===== config.mk =====
export PLATFORM = sky130hd
export DESIGN_NAME = disk_block_allocator_top
export DESIGN_NICKNAME = d
export VERILOG_FILES = /design/src/dba_pkg.sv /design/src/dba_ram.sv /design/src/disk_block_allocator_top.sv
export SDC_FILE = /design/constraint.sdc
export NUM_CORES = 1
export LEC_CHECK = 0
export ABC_CLOCK_PERIOD_IN_PS = 6000
export BUFFER_PORTS_ARGS = -buffer_cell sky130_fd_sc_hd__buf_2
export CAP_MARGIN = 40
export CORE_MARGIN = 4
export CORE_UTILIZATION = 55
export DETAILED_ROUTE_END_ITERATION = 10
export PLACE_DENSITY = 0.78
export SKIP_LAST_GASP = 1
export SLEW_MARGIN = 30
export SYNTH_ARGS = -nofsm -noshare
export SYNTH_HDL_FRONTEND = slang
export SYNTH_SLANG_ARGS = --single-unit

===== constraint.sdc =====
create_clock -name clk -period 6 [get_ports clk]
set_input_delay 0.6 -clock clk [delete_from_list [all_inputs] [get_ports clk]]
set_output_delay 0.6 -clock clk [all_outputs]
set_load 0.01 [all_outputs]

===== src/dba_pkg.sv =====
// Package for the disk block allocator: state encoding, status and mode codes,
// and the default disk size. Used by the top level and its checker.
`default_nettype none
package dba_pkg;

  localparam int NUM_BLOCKS_DEF = 64;
  localparam int MAX_RESULTS = 64;

  localparam logic [1:0] MODE_CONTIG  = 2'd0;
  localparam logic [1:0] MODE_INDEXED = 2'd1;
  localparam logic [1:0] MODE_LINKED  = 2'd2;

  localparam logic [1:0] ST_OK         = 2'd0;
  localparam logic [1:0] ST_NOSPACE    = 2'd1;
  localparam logic [1:0] ST_INDEX_BUSY = 2'd2;

  typedef enum logic [3:0] {
    S_CLEAR,
    S_IDLE,
    S_SCAN,
    S_DRAIN,
    S_DECIDE,
    S_FAIL,
    S_CONT,
    S_IDX,
    S_GRD,
    S_GCHK
  } dba_state_t;

endpackage
`default_nettype wire


===== src/dba_ram.sv =====
// Generic single-write, single-read RAM with a registered read port.
// Standalone; no package dependencies.
`default_nettype none
module dba_ram #(
  parameter int WIDTH = 1,
  parameter int DEPTH = 64
) (
  input  wire logic                     clk,
  input  wire logic                     wr_en,
  input  wire logic [$clog2(DEPTH)-1:0] wr_addr,
  input  wire logic [WIDTH-1:0]         wr_data,
  input  wire logic                     rd_en,
  input  wire logic [$clog2(DEPTH)-1:0] rd_addr,
  output logic      [WIDTH-1:0]         rd_data
);

  logic [WIDTH-1:0] mem [DEPTH];

  always_ff @(posedge clk) begin
    if (wr_en) begin
      mem[wr_addr] <= wr_data;
    end
    if (rd_en) begin
      rd_data <= mem[rd_addr];
    end
  end

endmodule
`default_nettype wire


===== src/disk_block_allocator_top.sv =====
// Top level of the disk block allocator: sequencer, request registers and
// output register around one bitmap RAM. Depends on dba_pkg and dba_ram.
//
// After reset the block clears its bitmap, with in_ready low. A request then
// scans the whole bitmap through its single read port, followed by the grants:
// in contiguous mode the blocks of the first long enough free run, in order, and
// in linked or indexed mode a read, then a check, of every bitmap entry visited
// up to the last block granted, with the index block granted first. A rejected
// request (bad mode or size) skips the scan: its status passes through the fail
// state and the output register. Results leave through an output register and
// stall the sequencer only while that register is full and not taken.
`default_nettype none
module disk_block_allocator_top
  import dba_pkg::*;
#(
  parameter int NUM_BLOCKS = NUM_BLOCKS_DEF
) (
  input  wire logic       clk,
  input  wire logic       rst_n,
  input  wire logic       in_valid,
  output logic            in_ready,
  input  wire logic [1:0] in_mode,
  input  wire logic [6:0] in_file_size,
  input  wire logic [5:0] in_index_block,
  output logic            out_valid,
  input  wire logic       out_ready,
  output logic      [5:0] out_block_number,
  output logic            out_is_index,
  output logic      [1:0] out_status,
  output logic            out_last
);

  localparam int AW = $clog2(NUM_BLOCKS);
  localparam int CW = $clog2(NUM_BLOCKS + 1);
  localparam int IW = (AW > 6) ? AW : 6;
  localparam int SW = (CW > 7) ? CW : 7;
  localparam logic [AW-1:0] LAST_ADDR = AW'(NUM_BLOCKS - 1);

  dba_state_t state_r, state_nxt;
  logic [AW-1:0] addr_r, addr_nxt;
  logic [AW-1:0] proc_idx_r, proc_idx_nxt;
  logic          proc_vld_r, proc_vld_nxt;
  logic [1:0]    mode_r, mode_nxt;
  logic [6:0]    size_r, size_nxt;
  logic [5:0]    ib_r, ib_nxt;
  logic [CW-1:0] cnt_r, cnt_nxt;
  logic [CW-1:0] run_r, run_nxt;
  logic [AW-1:0] start_r, start_nxt;
  logic          found_r, found_nxt;
  logic          ib_used_r, ib_used_nxt;
  logic [6:0]    remain_r, remain_nxt;
  logic [1:0]    fail_st_r, fail_st_nxt;

  logic          out_valid_r, out_valid_nxt;
  logic [5:0]    out_blk_r, out_blk_nxt;
  logic          out_idx_r, out_idx_nxt;
  logic [1:0]    out_st_r, out_st_nxt;
  logic          out_last_r, out_last_nxt;

  logic          ram_wr_en, ram_rd_en, ram_wr_data, ram_rd_data;
  logic [AW-1:0] ram_wr_addr, ram_rd_addr;

  logic          slot_free, bad_req, is_skip_proc, is_skip_chk;
  logic [IW-1:0] ib_ext, addr_ext;
  logic [AW-1:0] ib_addr;

  dba_ram #(
    .WIDTH(1),
    .DEPTH(NUM_BLOCKS)
  ) u_map (
    .clk    (clk),
    .wr_en  (ram_wr_en),
    .wr_addr(ram_wr_addr),
    .wr_data(ram_wr_data),
    .rd_en  (ram_rd_en),
    .rd_addr(ram_rd_addr),
    .rd_data(ram_rd_data)
  );

  assign slot_free    = !out_valid_r || out_ready;
  assign ib_ext       = IW'(ib_r);
  assign ib_addr      = ib_ext[AW-1:0];
  assign addr_ext     = IW'(addr_r);
  assign is_skip_proc = (mode_r == MODE_INDEXED) && (IW'(proc_idx_r) == ib_ext);
  assign is_skip_chk  = (mode_r == MODE_INDEXED) && (addr_ext == ib_ext);
  assign bad_req      = ((in_mode != MODE_CONTIG) && (in_mode != MODE_INDEXED) &&
                         (in_mode != MODE_LINKED)) || (in_file_size == 7'd0) ||
                        (in_file_size > 7'(MAX_RESULTS)) ||
                        ((in_mode == MODE_INDEXED) && (in_file_size > 7'(MAX_RESULTS - 1)));

  always_ff @(posedge clk) begin
    if (!rst_n) begin
      state_r     <= S_CLEAR;
      addr_r      <= '0;
      proc_vld_r  <= 1'b0;
      out_valid_r <= 1'b0;
    end else begin
      state_r     <= state_nxt;
      addr_r      <= addr_nxt;
      proc_vld_r  <= proc_vld_nxt;
      out_valid_r <= out_valid_nxt;
    end
  end

  always_ff @(posedge clk) begin
    proc_idx_r <= proc_idx_nxt;
    mode_r     <= mode_nxt;
    size_r     <= size_nxt;
    ib_r       <= ib_nxt;
    cnt_r      <= cnt_nxt;
    run_r      <= run_nxt;
    start_r    <= start_nxt;
    found_r    <= found_nxt;
    ib_used_r  <= ib_used_nxt;
    remain_r   <= remain_nxt;
    fail_st_r  <= fail_st_nxt;
    out_blk_r  <= out_blk_nxt;
    out_idx_r  <= out_idx_nxt;
    out_st_r   <= out_st_nxt;
    out_last_r <= out_last_nxt;
  end

  always_comb begin
    state_nxt     = state_r;
    addr_nxt      = addr_r;
    proc_idx_nxt  = proc_idx_r;
    proc_vld_nxt  = 1'b0;
    mode_nxt      = mode_r;
    size_nxt      = size_r;
    ib_nxt        = ib_r;
    cnt_nxt       = cnt_r;
    run_nxt       = run_r;
    start_nxt     = start_r;
    found_nxt     = found_r;
    ib_used_nxt   = ib_used_r;
    remain_nxt    = remain_r;
    fail_st_nxt   = fail_st_r;
    out_valid_nxt = out_valid_r && !out_ready;
    out_blk_nxt   = out_blk_r;
    out_idx_nxt   = out_idx_r;
    out_st_nxt    = out_st_r;
    out_last_nxt  = out_last_r;
    ram_wr_en     = 1'b0;
    ram_wr_addr   = addr_r;
    ram_wr_data   = 1'b1;
    ram_rd_en     = 1'b0;
    ram_rd_addr   = addr_r;
    in_ready      = 1'b0;

    if (proc_vld_r) begin
      if (!ram_rd_data && !is_skip_proc) begin
        cnt_nxt = cnt_r + 1'b1;
      end
      if (is_skip_proc) begin
        ib_used_nxt = ram_rd_data;
      end
      if (!found_r) begin
        if (!ram_rd_data) begin
          if (run_r == '0) begin
            start_nxt = proc_idx_r;
          end
          run_nxt = run_r + 1'b1;
          if (SW'(run_r) + SW'(1) == SW'(size_r)) begin
            found_nxt = 1'b1;
          end
        end else begin
          run_nxt = '0;
        end
      end
    end

    unique case (state_r)
      S_CLEAR: begin
        ram_wr_en   = 1'b1;
        ram_wr_data = 1'b0;
        addr_nxt    = addr_r + 1'b1;
        if (addr_r == LAST_ADDR) begin
          addr_nxt  = '0;
          state_nxt = S_IDLE;
        end
      end
      S_IDLE: begin
        in_ready = 1'b1;
        if (in_valid) begin
          mode_nxt    = in_mode;
          size_nxt    = in_file_size;
          ib_nxt      = in_index_block;
          cnt_nxt     = '0;
          run_nxt     = '0;
          found_nxt   = 1'b0;
          ib_used_nxt = 1'b1;
          addr_nxt    = '0;
          if (bad_req) begin
            fail_st_nxt = ST_NOSPACE;
            state_nxt   = S_FAIL;
          end else begin
            state_nxt = S_SCAN;
          end
        end
      end
      S_SCAN: begin
        ram_rd_en    = 1'b1;
        proc_vld_nxt = 1'b1;
        proc_idx_nxt = addr_r;
        addr_nxt     = addr_r + 1'b1;
        if (addr_r == LAST_ADDR) begin
          addr_nxt  = '0;
          state_nxt = S_DRAIN;
        end
      end
      S_DRAIN: begin
        state_nxt = S_DECIDE;
      end
      S_DECIDE: begin
        remain_nxt  = size_r;
        fail_st_nxt = ST_NOSPACE;
        if (mode_r == MODE_CONTIG) begin
          addr_nxt  = start_r;
          state_nxt = found_r ? S_CONT : S_FAIL;
        end else if (mode_r == MODE_INDEXED && ib_used_r) begin
          fail_st_nxt = ST_INDEX_BUSY;
          state_nxt   = S_FAIL;
        end else if (SW'(cnt_r) < SW'(size_r)) begin
          state_nxt = S_FAIL;
        end else begin
          addr_nxt  = '0;
          state_nxt = (mode_r == MODE_INDEXED) ? S_IDX : S_GRD;
        end
      end
      S_FAIL: begin
        if (slot_free) begin
          out_valid_nxt = 1'b1;
          out_blk_nxt   = 6'd0;
          out_idx_nxt   = 1'b0;
          out_st_nxt    = fail_st_r;
          out_last_nxt  = 1'b1;
          state_nxt     = S_IDLE;
        end
      end
      S_CONT: begin
        if (slot_free) begin
          ram_wr_en     = 1'b1;
          out_valid_nxt = 1'b1;
          out_blk_nxt   = addr_ext[5:0];
          out_idx_nxt   = 1'b0;
          out_st_nxt    = ST_OK;
          out_last_nxt  = (remain_r == 7'd1);
          addr_nxt      = addr_r + 1'b1;
          remain_nxt    = remain_r - 7'd1;
          if (remain_r == 7'd1) begin
            state_nxt = S_IDLE;
          end
        end
      end
      S_IDX: begin
        if (slot_free) begin
          ram_wr_en     = 1'b1;
          ram_wr_addr   = ib_addr;
          out_valid_nxt = 1'b1;
          out_blk_nxt   = ib_r;
          out_idx_nxt   = 1'b1;
          out_st_nxt    = ST_OK;
          out_last_nxt  = 1'b0;
          state_nxt     = S_GRD;
        end
      end
      S_GRD: begin
        ram_rd_en = 1'b1;
        state_nxt = S_GCHK;
      end
      S_GCHK: begin
        if (!ram_rd_data && !is_skip_chk) begin
          if (slot_free) begin
            ram_wr_en     = 1'b1;
            out_valid_nxt = 1'b1;
            out_blk_nxt   = addr_ext[5:0];
            out_idx_nxt   = 1'b0;
            out_st_nxt    = ST_OK;
            out_last_nxt  = (remain_r == 7'd1);
            remain_nxt    = remain_r - 7'd1;
            addr_nxt      = addr_r + 1'b1;
            state_nxt     = (remain_r == 7'd1) ? S_IDLE : S_GRD;
          end
        end else begin
          addr_nxt  = addr_r + 1'b1;
          state_nxt = S_GRD;
        end
      end
      default: begin
        state_nxt = S_IDLE;
      end
    endcase
  end

  assign out_valid        = out_valid_r;
  assign out_block_number = out_blk_r;
  assign out_is_index     = out_idx_r;
  assign out_status       = out_st_r;
  assign out_last         = out_last_r;

endmodule
`default_nettype wire


==> flow_summary_export.csv <==
group,metric,value,unit
status,outcome,"completed",
drt,vias,5103,
layout,fillers,929,
die,die-height,121,um
hold_path,whs_path_depth,1,
drt,drc,0,
synth,synth.distinct_cells,65,
timing,fin_crit_sh,52.3,%
timing,slew_headroom,43.5,%
power,power,3.81,mW
power,leakagePower,2.75,nW
synth,synthCells,622,
placed_design,hpwl,10.9,mm
synth,synth.most_common_cell,"edfxtp_1",
synth,synthesis.area,7050,um2
placed_design,gp_congestion,0.942,
timing,setup_viol,0,
clock_tree,cts_resized,0,
synth,yosys.area.top_type,"edfxtp_1",
power,sequentialPowerShare,39.2,%
worst_setup_path,worstSetupStartpointType,"flop",
timing,fmax,319,MHz
grt,grt_max_degree,66,
synth,netlist_top_cells_count,"edfxtp_1 (111), nor2_1 (74), nor3_1 (46), nand2_1 (37), clkbuf_1 (34)",
drt,antenna_left,0,
layout,final_cells,821,
drt,post_drt_wl_per_cell,19.9,um
worst_setup_path,reg2reg_to,"u_map.mem[0]",
synth,ys_warn_count,0,
timing,rsz0062_at_grt,"no",
layout,drive_above_1_share,15.7,%
timing,tightest_slew,0.845,ns
worst_setup_path,crit_fanout,21,
worst_setup_path,worstPathCellList,"and4b_1 > and2_1 > buf_6 > mux2_2 > or3_1 > nor2_1",
layout,area.growth.synth_to_final,13.6,%
worst_setup_path,cp.required,6.14,ns
drt,vias_per_cell,6.22,
drt,routedLengthMet1,6.69,mm
worst_setup_path,path_buf_inv,1,
drt,wirelength,16.3,mm
clock_tree,clock_sinks,139,
timing,hold-worst-slack,0.350,ns
run,drv_cap,0,
clock_tree,cts_hold_buf,0,
power,switching_share,33.5,%
worst_setup_path,reg2reg_depth,6,
clock_tree,clk_pin_slew_worst_paths,0.06,ns
power,combPwrFrac,29.0,%
die,initial_core_util,56.1,%
power,p_clk_share,31.8,%
drt,drtIter0Drc,744,
synth,synth_edf_count,111,
placed_design,pre_cts_ws,2.66,ns
worst_setup_path,path_class,"reg -> reg",
clock_tree,clockBufferDepth,2,
synth,async_flop_share,0,%
clock_tree,cts_made_buffers,17,
power,p_switching,1.28,mW
drt,drt_pass1_iterations,6,
grt,grt_first_pass_wirelength,26.3,mm
synth,synth_nets,653,
synth,avgSynthCellArea,11.3,um2
timing,tns,0,ns
worst_setup_path,rrSetupSlack,2.86,ns
synth,yosysSeqAreaShare,55.2,%
layout,final_util,63.7,%
clock_tree,cts_root_buffer,"clkbuf_16",
hold_path,min_path_type,"in -> reg",
timing,drv_slew,0,
worst_setup_path,endpoint_kind,"flop",
die,die-area,14700,um2
hold_path,hp-start,"in_index_block[4]",
placed_design,placed_cell_area,7310,um2
clock_tree,cts_tree,"built",
timing,period_minus_slack,3.14,ns
grt,overflow,0,
worst_setup_path,cpPeakStageDelay,0.63,ns
worst_setup_path,cp.arrival,3.27,ns
clock_tree,cts_setup_buffers,0,
layout,final_area,8010,um2
layout,nets,667,
die,rows,41,
power,powerDensity,476,nW/um2
grt,antenna_found_initial,0,
grt,gr-usage-all-layers,23.4,%
die,fp.dieW,121,um
drt,met3WireLength,1.38,mm
grt,grt_pass1_vias,4966,
placed_design,placed_cells,788,
clock_tree,ctsHtreeMaxLevel,4,
timing,setup_slack,2.86,ns
layout,diodes,0,
timing,hold_violations,0,
drt,dr_wl_met2,7.89,mm
hold_path,hold-path-endpoint,"ib_addr[4]",
synth,synth.area.top_cells,"edfxtp_1 (47%), dfxtp_1 (8.0%), mux4_2 (6.7%)",
synth,synth_flop_cell,"edfxtp_1",
clock_tree,clk_latency,0.43,ns
timing,fin_worst_skew,0.00798,ns
drt,highest_layer,"met4",
worst_setup_path,r2r-start,"state_r[0]",
power,ir_worst_vdd,0.000292,V
synth,ys_seq_elements,139,
die,num_io_pins,31,
worst_setup_path,critical-path-top-delay-family,"simple AND/OR/NAND/NOR gates",
placed_design,port_buffers,30,
synth,synth_top_cell_area_share,47.3,%
power,p_int,2.54,mW
worst_setup_path,critPathSlowestCell,"dfxtp_1",
die,core,12600,um2
[layer usage]
metal	up-vias	GRT usage (%)
li1	2357	-
met4	0	9.45
met1	2439	31.5
met2	266	36.8
met5	-	0
met3	41	5.50
[layout by cell type, fill, tap and decap left out, types with 8 or more instances in the layout]
master | synthesis | final
a21oi_1 | 27 | 27
ha_1 | 12 | 12
clkbuf_16 | 0 | 17
nor3_1 | 46 | 46
xnor2_1 | 17 | 17
o21ai_1 | 11 | 11
inv_1 | 18 | 18
xor2_1 | 18 | 18
dfxtp_1 | 28 | 28
edfxtp_1 | 111 | 111
mux4_2 | 21 | 21
nand3_1 | 11 | 11
nand2_1 | 37 | 37
nand2b_1 | 10 | 10
nor2_1 | 74 | 74
buf_2 | 6 | 30
a31oi_1 | 12 | 9
a211oi_1 | 9 | 8
o21ai_0 | 9 | 9
[flip-flops by register name, indices dropped and copies added, names as in the netlist, 2 cells and up]
name / flops
mode_r: 2
size_r: 7
fail_st_r: 2
proc_idx_r: 6
start_r: 6
out_block_number: 6
out_status: 2
state_r: 4
u_map.mem: 64
cnt_r: 7
remain_r: 7
addr_ext: 6
ib_addr: 6
run_r: 7
[worst max-delay path by stage]
stage / startpoint / end / slack [ns] / cells after the start
after CTS: state_r[0] / u_map.mem[0] / 2.63 / 5
after global routing: state_r[1] / u_map.mem[0] / 2.70 / 6
after detailed placement: state_r[0] / u_map.mem[4] / 2.66 / 5
after global placement: out_ready / u_map.mem[6] / 2.83 / 6
final: state_r[0] / u_map.mem[0] / 2.86 / 6
after floorplan: state_r[1] / u_map.mem[12] / 3.39 / 7
[area by class of cell]
| cell class | count | area (um2) | share of cell area, % |
|---|---|---|---|
| multi-input cells | 418 | 2910 | 36.3 |
| clock inverters | 15 | 259 | 3.23 |
| clock buffers | 17 | 425 | 5.31 |
| repair buffers | 39 | 229 | 2.86 |
| flip-flops and latches | 139 | 3890 | 48.6 |
| inverters | 21 | 78.8 | 0.984 |
| well taps | 172 | 215 | 2.69 |
[power groups by stage]
stage                     Combinational (mW)  Sequential (mW)  Clock, mW
after floorplan                        0.850             1.43          0
after global placement                  1.03             1.50          0
after detailed placement                1.07             1.51          0
after CTS                               1.09             1.49       1.22
after global routing                    1.21             1.51       1.27
final                                   1.11             1.49       1.21
[kinds of logic after synthesis]
kind of cell             synth area share, %
AO/OA/AOI/OAI                           9.78
multiplexers                            7.45
flip-flops                              55.2
buffers and inverters                   3.83
XOR/XNOR                                4.35
adder cells (fa/ha/maj)                 2.13
AND/OR/NAND/NOR                         17.2
Note: power is estimated with default switching activity, not from simulation.
